<file path="config.mk">
export PLATFORM = sky130hd
export DESIGN_NAME = cau_comb
export DESIGN_NICKNAME = d
export VERILOG_FILES = /design/src/rtl/assert_macros.svh /design/src/rtl/cau_pkg.sv /design/src/rtl/cau_comb.sv
export SDC_FILE = /design/constraint.sdc
export NUM_CORES = 1
export LEC_CHECK = 0
export BUFFER_PORTS_ARGS = -buffer_cell sky130_fd_sc_hd__buf_4
export CORE_MARGIN = 1
export CORE_UTILIZATION = 34
export DETAILED_ROUTE_END_ITERATION = 6
export SYNTH_ARGS = -nofsm -noshare
export SYNTH_HDL_FRONTEND = slang
export SYNTH_SLANG_ARGS = --single-unit
</file>
<file path="constraint.sdc">
create_clock -name clk -period 14.1 [get_ports clk]
set_input_delay 3.525 -clock clk [delete_from_list [all_inputs] [get_ports clk]]
set_output_delay 3.525 -clock clk [all_outputs]
set_load 0.01 [all_outputs]
</file>
<file path="src/rtl/assert_macros.svh">
// Assertion macros for the RTL
`ifndef ASSERT_MACROS_SVH
`define ASSERT_MACROS_SVH

`ifndef SYNTHESIS
`define CAU_ASSERT(lbl, prop, msg) \
  lbl: assert property (@(posedge clk) disable iff (!rst_n) prop) else $error(msg);
`define CAU_ASSERT_NR(lbl, prop, msg) \
  lbl: assert property (@(posedge clk) prop) else $error(msg);
`else
`define CAU_ASSERT(lbl, prop, msg)
`define CAU_ASSERT_NR(lbl, prop, msg)
`endif

`endif

</file>
<file path="src/rtl/cau_pkg.sv">
package cau_pkg;

  localparam int FRAC_BITS_DEF = 16;
  localparam int DATA_W        = 32;
  localparam int LIN_W         = DATA_W + 1;
  localparam int PROD_W        = 2 * DATA_W;
  localparam int SUM_W         = PROD_W + 1;
  localparam int DIV_STEPS     = DATA_W;

  typedef enum logic [2:0] {
    OP_ADD   = 3'd0,
    OP_MUL   = 3'd1,
    OP_SCALE = 3'd2,
    OP_DIV   = 3'd3,
    OP_CONJ  = 3'd4
  } op_t;

  typedef enum logic [1:0] {
    ST_OK   = 2'd0,
    ST_SAT  = 2'd1,
    ST_DIVZ = 2'd2
  } status_t;

  typedef struct packed {
    logic [DATA_W-1:0] val;
    logic              sat;
  } clamp_t;

  typedef struct packed {
    op_t                     op;
    logic signed [PROD_W-1:0] p_arbr;
    logic signed [PROD_W-1:0] p_aibi;
    logic signed [PROD_W-1:0] p_arbi;
    logic signed [PROD_W-1:0] p_aibr;
    logic signed [PROD_W-1:0] p_brbr;
    logic signed [PROD_W-1:0] p_bibi;
    logic signed [LIN_W-1:0]  lin_re;
    logic signed [LIN_W-1:0]  lin_im;
    logic                     bzero;
  } mul_t;

  typedef struct packed {
    op_t                     op;
    logic signed [SUM_W-1:0] s_re;
    logic signed [SUM_W-1:0] s_im;
    logic [PROD_W-1:0]       den;
    logic                    bzero;
  } cmb_t;

  typedef struct packed {
    logic              is_div;
    logic              bzero;
    logic              neg_re;
    logic              neg_im;
    logic              sat;
    logic [DATA_W-1:0] res_re;
    logic [DATA_W-1:0] res_im;
  } info_t;

  typedef struct packed {
    info_t             info;
    logic [PROD_W-1:0] mag_re;
    logic [PROD_W-1:0] mag_im;
    logic [PROD_W-1:0] den;
  } fin_t;

  typedef struct packed {
    info_t             info;
    logic [PROD_W-1:0] den;
    logic [PROD_W-1:0] rem_re;
    logic [PROD_W-1:0] rem_im;
    logic [DATA_W-1:0] sh_re;
    logic [DATA_W-1:0] sh_im;
    logic              ovf_re;
    logic              ovf_im;
  } dv_t;

endpackage

</file>
<file path="src/rtl/cau_comb.sv">
module cau_comb (
  input  logic          clk,
  input  logic          en,
  input  cau_pkg::mul_t d,
  output cau_pkg::cmb_t q
);
  import cau_pkg::*;

  cmb_t                    cmb_r;
  cmb_t                    cmb_nxt;
  logic signed [SUM_W-1:0] p0;
  logic signed [SUM_W-1:0] p1;
  logic signed [SUM_W-1:0] p2;
  logic signed [SUM_W-1:0] p3;

  always_comb begin
    p0 = {d.p_arbr[PROD_W-1], d.p_arbr};
    p1 = {d.p_aibi[PROD_W-1], d.p_aibi};
    p2 = {d.p_arbi[PROD_W-1], d.p_arbi};
    p3 = {d.p_aibr[PROD_W-1], d.p_aibr};
    cmb_nxt.op    = d.op;
    cmb_nxt.bzero = d.bzero;
    cmb_nxt.den   = d.p_brbr[PROD_W-1:0] + d.p_bibi[PROD_W-1:0];
    case (d.op)
      OP_MUL: begin
        cmb_nxt.s_re = p0 - p1;
        cmb_nxt.s_im = p2 + p3;
      end
      OP_SCALE: begin
        cmb_nxt.s_re = p0;
        cmb_nxt.s_im = p3;
      end
      OP_DIV: begin
        cmb_nxt.s_re = p0 + p1;
        cmb_nxt.s_im = p3 - p2;
      end
      OP_ADD, OP_CONJ: begin
        cmb_nxt.s_re = {{(SUM_W-LIN_W){d.lin_re[LIN_W-1]}}, d.lin_re};
        cmb_nxt.s_im = {{(SUM_W-LIN_W){d.lin_im[LIN_W-1]}}, d.lin_im};
      end
      default: begin
        cmb_nxt.s_re = '0;
        cmb_nxt.s_im = '0;
      end
    endcase
  end

  always_ff @(posedge clk) begin
    if (en) begin
      cmb_r <= cmb_nxt;
    end
  end

  assign q = cmb_r;
endmodule

</file>
Yosys cells after proc, flatten, opt, wreduce, memory -nomap -nowiden
Index checks and enable logic that the tools add are counted.
Operators by class
  add/subtract/negate cells: 5
  equal/unequal tests: 4
  mux-type cells: 1
  reductions and logical operators: 2
Operator list (count)
  $pmux W130 S4: 1
  $add A64 B64 Y65: 2
  $sub A64 B64 Y65: 2
  $add A64 B64 Y64: 1
  $eq A3 B2 Y1 const B: 2
  $eq A3 B1 Y1 const B: 1
  $eq A3 B3 Y1 const B: 1
  $logic_not A3 Y1: 1
  $reduce_or A2 Y1: 1
Storage, ports and cells
  register bits: 198
  output and inout port bits: 198

Longest topological paths before layout
Gate-level depths: netlist of run 1.
  depth in word-level cells: 3
  gate-level depth with buffers: 22
  gate-level depth less buffers: 21

Worst setup path before layout of run 1
No wires, ideal clock.
  path kind: in2reg
  start: input d[263] in the netlist's numbering
  end: register cmb_r (netlist bit q[127]) (data pin)
  setup time: 261 ps
  arrival: 8246 ps
  data required time: 13839 ps
  setup slack: 5593 ps
  stages: 21
  path through: or3_4 -> or4_4 -> or3_4 -> nor2_4 -> nand2_2 -> nor3_4 -> nand3_2 -> or3_1 -> o41ai_2 -> xor2_1 -> ha_1 -> a21oi_1 -> o21ai_0 -> a221o_1 -> a221o_1 -> a311oi_1 -> o21ai_0 -> nand3_1 -> nand2_1 -> xor2_1 -> a221o_1
RTL lines
  start, declared: RTL line cau_comb.sv:4  | input cau_pkg::mul_t d,
  end signal, assigned: RTL line cau_comb.sv:50  | cmb_r <= cmb_nxt;
  end, declared: RTL line cau_comb.sv:9  | cmb_t cmb_r;

==> results of run 1 <==
==> placed cells by master (no fill, tap or decap), types with 16 or more instances in the layout <==
cell type,n
o21bai_1,32
nand3_1,41
a21oi_1,314
xnor2_1,182
a211oi_1,24
nand2_1,188
clkbuf_16,17
edfxtp_1,198
o21a_1,27
o31ai_1,34
nand4_1,57
a31oi_1,32
and2_1,16
a22oi_1,61
nor2_1,168
o22ai_1,22
a21o_1,107
o21ai_0,230
or3_1,22
buf_4,669
o211ai_1,17
nor3_1,50
ha_1,193
nor2b_1,20
and3_1,20
xor2_1,119
inv_1,47
nor4_1,20
nand2b_1,33
==> stage by stage <==
step                setup slack (ns)  hold slack, ns  cell area [µm²]
finish                         5.198           3.194            27790
global route                   4.876           3.169            27790
detailed placement             4.739           3.706            27190
global placement               4.812           3.705            27190
CTS                            5.263           3.157            27780
floorplan                      5.593           3.624            21580
==> worst paths after layout <==
kind,endpoint,slack (ns),cells after the start
worst max-delay path,q[127],5.20,22
worst min-delay path,q[0],3.19,1
==> power by group through the flow <==
| stage | Sequential, W | Clock [W] | Combinational [W] |
|---|---|---|---|
| floorplan | 0.000829 | 0 | 0.000634 |
| global placement | 0.000797 | 0 | 0.00115 |
| detailed placement | 0.000797 | 0 | 0.00116 |
| CTS | 0.000785 | 0.000545 | 0.00116 |
| global route | 0.000791 | 0.000560 | 0.00127 |
| finish | 0.000784 | 0.000531 | 0.00117 |
==> kinds of logic after synthesis <==
family,synth area share (%)
mux,0.3826
buf+inv,3.281
flops,27.55
simple gates,15.85
xor+xnor,12.21
fa+ha+maj,11.47
compound gates,29.26
==> layout make-up <==
cell class              instances  share of cell area, %
multi-input cells            2205                  53.84
flip-flops and latches        198                  21.39
repair buffers                670                  18.13
well taps                     846                  3.809
clock buffers                  18                  1.544
inverters                      48                 0.6483
clock inverters                14                 0.6078
diodes                          3                0.02701
==> routing by layer <==
layer / global-route usage [%] / up-vias / wire [µm]
li1: - / 10900 / -
met1: 33.59 / 10980 / 37170
met2: 48.84 / 1113 / 45760
met3: 6.729 / 140 / 8165
met4: 10.26 / 14 / 3134
met5: 0 / - / 96
==> run metrics, run 1 <==
Rel. slew slack a little under a third; setup bufs post-CTS 0; CTS Buf Count 17; routed vias/inst between 5 and 6; Final Core Density 44.22%; number of global-route vias before repair approximately 22,000; global-route wire length before repair 136,400 µm; Buf/Inv on CP 1; min Tclk post-route 8.902 ns; P_int 0.001526 W; fraction of layout cells with a size suffix above 1 23.47%; Synth warnings 0; # hold bufs at CTS 0; CP most frequent cell a221o_1; DR DRC count 0; Max Buffers Root-to-Sink 2; share of power burned in registers 31.5%; register area share after synthesis ~28%; setup TNS 0 ns; core box area 62,850 µm²; syn_area_per_cell 8.331 µm²; Mapped Area 21,580 µm²; fin crit share between 60% and 70%; Routed WL roughly 94,000 µm; RSZ-0062 raised after global routing no; drt first pass iters 7; IO Port Bufs 653; Net Sw Frac 38.64%; WP data required between 10 and 15 ns; routed via count 23,140; Power, Total 0.002486 W; Placer Congestion between 0.9 and 1; Comb power frac 47.1%; Starting Density around a third; Fill cells 6,390; Post-synth EDFFs 198; Synth top cells by count a21oi_1, o21ai_0, edfxtp_1, ha_1, nand2_1; WL/cell 23.57 µm; register area 5946 µm²; synthesized flop and latch total 198; Worst Setup SP d[263]; all-layer global routing usage about 28%; Slew Viols, Final 0; Die Area 64,500 µm²; CTS sink count 198; Least-Margin Pin Slew approximately 1.0 ns; die height roughly 250 µm; placed insts around 4,000; H-tree depth 4; Hold Crit Class in2reg; Critical Path Sink Type register; Max stage delay on crit path roughly 0.47 ns; IO Count 654; worst IR drop on VDD approximately 0.000099 V; sequence of cells on the critical path buf_4, or3_4, or4_4, or3_4, nor2_4, nand2_2, nor3_4, nand3_2, or3_1, o41ai_2, xor2_1, ha_1, a21oi_1, o21ai_0, a221o_1, a221o_1, a311oi_1, o21ai_0, nand3_1, nand2_1, xor2_1, a221o_1; Syn Nets 3,243; initial DRC count 1,610; GRT Residual Overflow 0; Yosys top cell by area edfxtp_1; max reg flops 198; Switching Power 0.0009607 W; Fmax achieved 0.1123 GHz; Nets 3,792; Post-Syn Instances 2,591; post-CTS sizing 0; Root Buffer Master clkbuf_16; worst hold path startpoint d[0]; synth unique cells 80; status finished clean; Synth Flop Type edfxtp_1; most frequent cell after synthesis a21oi_1; Crit Path Max Fanout 6; Final Hold Fails 0; antenna violations before repair 10; final setup violation count 0; leakage power 11.67 nW; CP Launch Type primary input; top cell type's share of synthesized area between 20% and 30%; hpwl dp 78,140 µm; pwr dens ~89 nW/µm²; CP Data Arrival Time 9.15 ns; CTS tree done; asr flop ratio synth 0%; Layout area overhead 28.76%; Detail Route Antenna Nets 0; clock-pin slew on the worst setup and hold paths 0.08 ns; clock network power share 21.4%; CP delay by family, top simple AND/OR/NAND/NOR gates; row count 92; multi-input logic area 14,960 µm²; largest net degree at the start of global routing 79; Crit-path slowest cell or4_4; chip width 254.0 µm; Synth area leaders edfxtp_1, ha_1, xnor2_1; max_cap viols 0; fin cells 4,002; Crit Path Category in2reg
Note: power is estimated with default switching activity, not from simulation.
==> inputs of run 2 (changes only) <==
--- a/config.mk
+++ b/config.mk
@@ -5,6 +5,7 @@
 export SDC_FILE = /design/constraint.sdc
 export NUM_CORES = 1
 export LEC_CHECK = 0
+export ABC_AREA = 1
 export BUFFER_PORTS_ARGS = -buffer_cell sky130_fd_sc_hd__buf_4
 export CORE_MARGIN = 1
 export CORE_UTILIZATION = 34
==> constraint.sdc (replaced) <==
create_clock -name clk -period 7.55 [get_ports clk]
set_input_delay 1.8875 -clock clk [delete_from_list [all_inputs] [get_ports clk]]
set_output_delay 1.8875 -clock clk [all_outputs]
set_load 0.01 [all_outputs]
==> run metrics, run 2 <==
IO Port Bufs 653 (unchanged); post-synthesis mux area share 0% (was 0.3826%); syn_area_per_cell 5.761 µm² (was 8.331 µm²); most common cell after layout, fill and taps aside nand2_1 (was buf_4); core box area 81,070 µm² (was 62,850 µm²); chip width 289.3 µm (was 254.0 µm); Syn Nets 5,522 (was 3,243); Synth Flop Type edfxtp_1 (unchanged); CTS Buf Count 17 (unchanged); leakage power 18.24 nW (was 11.67 nW); Max stage delay on crit path 0.39 ns (was 0.47 ns); Mapped Area 28,060 µm² (was 21,580 µm²); Least-Margin Pin Slew 0.8966 ns (was 1.044 ns); Final Hold Fails 0 (unchanged); antenna violations before repair 22 (was 10); Slew Viols, Final 0 (unchanged); register area share after synthesis 21.19% (was 27.55%); sequence of cells on the critical path buf_4, nor2_2, nand4_2, nand2b_1, nor2_2, nand2_1, nand2_1, o21ai_0, xor2_1, ha_1, nand2_1, nor2_1, inv_1, nor2_1, a21oi_1, nand2_1, nand2_1, nand2_1, nand2_1, nand3_1, nand2_1 (was buf_4, or3_4, or4_4, or3_4, nor2_4, nand2_2, nor3_4, nand3_2, or3_1, o41ai_2, xor2_1, ha_1, a21oi_1, o21ai_0, a221o_1, a221o_1, a311oi_1, o21ai_0, nand3_1, nand2_1, xor2_1, a221o_1); routed vias/inst 5.114 (was 5.783); WL/cell 21.94 µm (was 23.57 µm); Root Buffer Master clkbuf_16 (unchanged); most frequent cells in the layout nand2_1, inv_1, buf_4 (was buf_4, a21oi_1, o21ai_0); synthesized flop and latch total 198 (unchanged); Synth warnings 0 (unchanged); Post-synth EDFFs 198 (unchanged); Detail Route Antenna Nets 0 (unchanged); worst slack, placed 1.569 ns (was 4.739 ns); pwr dens 144.0 nW/µm² (was 89.47 nW/µm²); CP Launch Type primary input (unchanged); largest net degree at the start of global routing 128 (was 79); Yosys top cell by area nand2_1 (was edfxtp_1); Routed WL 144,300 µm (was 94,320 µm); hpwl dp 124,800 µm (was 78,140 µm); Die Area 83,680 µm² (was 64,500 µm²); DR DRC count 0 (unchanged); fraction of layout cells with a size suffix above 1 14.19% (was 23.47%); CTS sink count 198 (unchanged); Crit Path Max Fanout 5 (was 6); Hold Crit Class in2reg (unchanged); die height 289.3 µm (was 254.0 µm); IO Count 654 (unchanged); Fmax achieved ~0.18 GHz; routed via count 33,640 (was 23,140); Final WS setup 2.069 ns (was 5.198 ns); CP Data Arrival Time 5.80 ns (was 9.15 ns); max reg flops 198 (unchanged); setup bufs post-CTS 0 (unchanged); worst hold path startpoint d[0] (unchanged); max_cap viols 0 (unchanged); Nets 6,149 (was 3,792); all-layer global routing usage 33.49% (was 28.17%); final setup violation count 0 (unchanged); Post-Syn Instances 4,870 (was 2,591); post-route cell area 34,870 µm² (was 27,790 µm²); Placer Congestion 1.074 (was 0.9629); Critical Path Sink Type register (unchanged); WP depth 21 (was 22); # hold bufs at CTS 0 (unchanged); Rel. slew slack 40.23% (was 30.39%); fin crit share 72.60%; Critical Path End q[113] (was q[127]); adder-cell share of the synthesized area 8.821% (was 11.47%); Post-Synth Simple-Gate Area 41.80% (was 15.85%); status finished clean (unchanged); CTS tree done (unchanged); row count 104 (was 92); Starting Density 34.61% (was 34.34%); most frequent cell after synthesis nand2_1 (was a21oi_1); Layout area overhead 24.26% (was 28.76%); asr flop ratio synth 0% (unchanged); drt first pass iters 6 (was 7); H-tree depth 4 (unchanged); setup TNS 0 ns (unchanged); synth unique cells 46 (was 80); CP delay by family, top simple AND/OR/NAND/NOR gates (unchanged); Crit Path Category in2reg (unchanged); Synth top cells by count nand2_1, inv_1, nor2_1, a21oi_1, nand3_1 (was a21oi_1, o21ai_0, edfxtp_1, ha_1, nand2_1); Crit-path slowest cell nor2_1 (was or4_4); largest family of logic cells by synthesized area simple AND/OR/NAND/NOR gates (was compound AO/OA/AOI/OAI gates); min Tclk post-route 5.482 ns; WP data required 7.87 ns (was 14.35 ns); initial DRC count 2,988 (was 1,610); RSZ-0062 raised after global routing no (unchanged); worst IR drop on VDD 0.0001934 V (was 0.00009950 V); post-CTS sizing 0 (unchanged); CP most frequent cell nand2_1 (was a221o_1); Synth Area in Compound Gates 11.23% (was 29.26%); Max Buffers Root-to-Sink 2 (unchanged); number of global-route vias before repair 31,550 (was 22,320); top cell type's share of synthesized area 23.02% (was 27.55%); clock-pin slew on the worst setup and hold paths 0.10 ns (was 0.08 ns); XOR/XNOR Fraction of Synth Area 5.026% (was 12.21%); global-route wire length before repair 203,300 µm (was 136,400 µm); Synth area leaders nand2_1, edfxtp_1, inv_1 (was edfxtp_1, ha_1, xnor2_1); Buf/Inv on CP 2 (was 1); Area after DPL 34,210 µm² (was 27,190 µm²); Power, Total 0.005021 W (was 0.002486 W); Worst Setup SP d[261] (was d[263]); GRT Residual Overflow 0 (unchanged)
## run 2: changes by cell type in the layout (fill, tap and decap cells not counted), sizes merged, moves of 32 or more
cell    before   now
a21o       107     4
xnor2      182    43
o31ai       34     1
nand3b       4    50
o21ai      232   164
nand2b      34     2
nor2       171   621
nand2      190  1729
nand3       42   303
inv         51   838
## run 2: worst min-delay path by stage
| stage | end | slack (ns) | cells past startpoint |
|---|---|---|---|
| final | q[0] | 1.51 | 1 |
| after global routing | q[0] | 1.50 | 1 |
| after CTS | q[0] | 1.48 | 1 |
| after detailed placement | q[0] | 2.07 | 1 |
| after global placement | q[0] | 2.07 | 1 |
| after floorplan | q[0] | 1.99 | 0 |
## run 2: stage by stage
stage,cells,utilization [%],hold slack (ns)
final,6577,43.01,1.513
after floorplan,4870,-,1.986
after global placement,6538,42.20,2.066
after CTS,6570,42.99,1.477
after detailed placement,6538,42.20,2.068
after global routing,6571,42.99,1.496
## run 2: cell families after synthesis
family                     Yosys count
adders and majority gates          196
AOI/OAI and AO/OA                  577
buffers and inverters              888
DFF                                198
and+or+nand+nor                   2850
xor gates and xnor gates           161
## run 2: layer usage
| metal | track usage [%] | part of all wire (%) | vias to the layer above |
|---|---|---|---|
| met5 | 0 | 0.14 | - |
| met4 | 13.49 | 4.0 | 32 |
| met3 | 6.787 | 8.4 | 235 |
| met1 | 42.65 | 42 | 15270 |
| li1 | - | - | 16680 |
| met2 | 55.02 | 46 | 1419 |
## run 2: power breakdown
| group | total, W | switching (W) | internal (W) |
|---|---|---|---|
| sequential | 0.00145 | 0.0000562 | 0.00139 |
| combinational | 0.00250 | 0.00161 | 0.000886 |
| clock | 0.00107 | 0.000564 | 0.000510 |
| total | 0.00502 | 0.00223 | 0.00279 |
## run 2: final cells by class
type                    count  area [µm²]
fillers                  9062       46200
multi-input cells        3784       18790
flip-flops and latches    198        5946
repair buffers            664        5030
inverters                 832        3126
well taps                1060        1326
clock buffers              17       425.4
clock inverters            15       210.2
diodes                      7       17.52
==> inputs of run 3 (changes only) <==
==> constraint.sdc (replaced) <==
create_clock -name clk -period 4.6 [get_ports clk]
set_input_delay 1.15 -clock clk [delete_from_list [all_inputs] [get_ports clk]]
set_output_delay 1.15 -clock clk [all_outputs]
set_load 0.01 [all_outputs]
==> run metrics, run 3 (same netlist as run 2, synthesis figures left out) <==
status finished clean (unchanged); CTS tree done (unchanged); CP Launch Type primary input (unchanged); Least-Margin Pin Slew 1.013 ns (was 0.8966 ns); antenna violations before repair 21 (was 22); fin crit share 93.71%; row count 104 (unchanged); post-route cell area 37,400 µm² (was 34,870 µm²); Detail Route Antenna Nets 0 (unchanged); Final Core Density 46.14% (was 43.01%); final setup violation count 0 (unchanged); Area after DPL 36,730 µm² (was 34,210 µm²); Slew Viols, Final 0 (unchanged); Hold Path End q[0] (unchanged); Fmax achieved about 0.23 GHz; IO Port Bufs 653 (unchanged); P_int 0.004839 W (was 0.002788 W); Net Sw Frac 43.64% (was 44.48%); most frequent cells in the layout nand2_1, buf_4, inv_1 (was nand2_1, inv_1, buf_4); GRT Residual Overflow 0 (unchanged); worst slack, placed -0.3037 ns (was 1.569 ns); largest net degree at the start of global routing 66 (was 128); CTS sink count 198 (unchanged); all-layer global routing usage 33.66% (was 33.49%); core box area 81,070 µm² (unchanged); Comb power frac 52.3% (was 49.8%); IO Count 654 (unchanged); global-route wire length before repair 206,200 µm (was 203,300 µm); H-tree depth 4 (unchanged); Root Buffer Master clkbuf_16 (unchanged); WL/cell 20.95 µm (was 21.94 µm); Placer Congestion 1.045 (was 1.074); clock network power share 20.1% (was 21.4%); worst hold path startpoint d[0] (unchanged); Hold WS 0.7874 ns (was 1.513 ns); Power, Total 0.008586 W (was 0.005021 W); Final WS setup 0.2892 ns (was 2.069 ns); WP data required 4.89 ns (was 7.87 ns); Starting Density 34.61% (unchanged); number of global-route vias before repair 33,050 (was 31,550); Nets 6,471 (was 6,149); initial DRC count 2,794 (was 2,988); CTS Buf Count 17 (unchanged); most common cell after layout, fill and taps aside nand2_1 (unchanged); Layout area overhead 33.30% (was 24.26%); clock-pin slew on the worst setup and hold paths 0.09 ns (was 0.10 ns); max reg flops 198 (unchanged); Hold Crit Class in2reg (unchanged); min Tclk post-route 4.311 ns; Switching Power 0.003747 W (was 0.002233 W); Routed WL 144,700 µm (was 144,300 µm); Rel. slew slack 32.36% (was 40.23%); Crit Path Max Fanout 6 (was 5); max_cap viols 0 (unchanged); chip width 289.3 µm (unchanged); Critical Path Sink Type register (unchanged); Crit Path Category in2reg (unchanged); hold depth 1 (unchanged); Die Area 83,680 µm² (unchanged); worst IR drop on VDD 0.0002729 V (was 0.0001934 V); routed vias/inst 5.026 (was 5.114); DR DRC count 0 (unchanged); drt first pass iters 6 (unchanged); die height 289.3 µm (unchanged); hpwl dp 126,500 µm (was 124,800 µm); share of power burned in registers 27.6% (was 28.8%); fraction of layout cells with a size suffix above 1 18.98% (was 14.19%); pwr dens 229.6 nW/µm² (was 144.0 nW/µm²); CP Data Arrival Time 4.60 ns (was 5.80 ns); routed via count 34,700 (was 33,640); Max Buffers Root-to-Sink 2 (unchanged); Worst Setup SP d[260] (was d[261]); leakage power 19.85 nW (was 18.24 nW); Final Hold Fails 0 (unchanged); # hold bufs at CTS 0 (unchanged)
==> run 3: cell types whose count changed in the layout (fill, tap and decap cells not counted), moves of 2 or more <==
cell      delta
buf_12       +8
diode_2      +5
inv_6        -2
clkinv_4     +2
buf_4      +314
==> run 3: metrics by stage <==
step / instances / TNS, ns
CTS: 6892 / 0
global route: 6895 / -0.03680
detailed placement: 6860 / -3.070
floorplan: 4870 / 0
global placement: 6860 / -1.617
finish: 6904 / 0
==> run 3: area by class of cell <==
type,count,area [µm²]
Clock buffer,17,425.4
Fill cell,8914,43670
Multi-Input combinational cell,3784,18800
Timing Repair Buffer,986,7547
Tap cell,1060,1326
Sequential cell,198,5946
Clock inverter,15,202.7
Antenna cell,12,30.03
Inverter,832,3126
==> run 3: metal layers <==
metal	global-route usage, %	share of wire [%]	vias to the layer above
li1	-	-	17320
met1	42.17	43	15800
met2	55.85	45	1322
met3	6.709	7.4	234
met4	14.41	4.4	26
met5	0	0.12	-
==> run 3: repair_timing <==
item                                    CTS  global route
buffers inserted                          0             0
resized for setup                         0             3
endpoints found under the setup margin    0             2
==> run 3: worst max-delay path by stage <==
stage / endpoint / cells after the start
2_1_floorplan: q[127] / 23
6_report: q[126] / 23
4_1_cts: q[118] / 24
3_5_place_dp: q[118] / 24
5_1_grt: q[118] / 25
3_3_place_gp: q[126] / 24
==> run 3: critical path: stages <==
cell and delay, ns:
buf_4 0.12, inv_1 0.06, buf_4 0.11, nand4_2 0.17
buf_4 0.19, nor3_2 0.16, nand3_2 0.17, nor2_1 0.30
nand2_1 0.09, nand2_1 0.06, nand2_1 0.05, nand2_1 0.06
o21ai_0 0.28, ha_1 0.54, nand2_1 0.12, nor2_1 0.21
nand2_1 0.13, nor3_1 0.20, nand2_1 0.13, nand2_1 0.10
nand2_1 0.05, nand3_1 0.07, nand2_1 0.07
==> run 3: power by group through the flow <==
stage,combinational (W),clock (W),sequential (W)
global placement,0.00442,0,0.00241
CTS,0.00444,0.00176,0.00237
finish,0.00449,0.00173,0.00237
floorplan,0.00210,0,0.00251
detailed placement,0.00442,0,0.00241
global route,0.00488,0.00181,0.00239
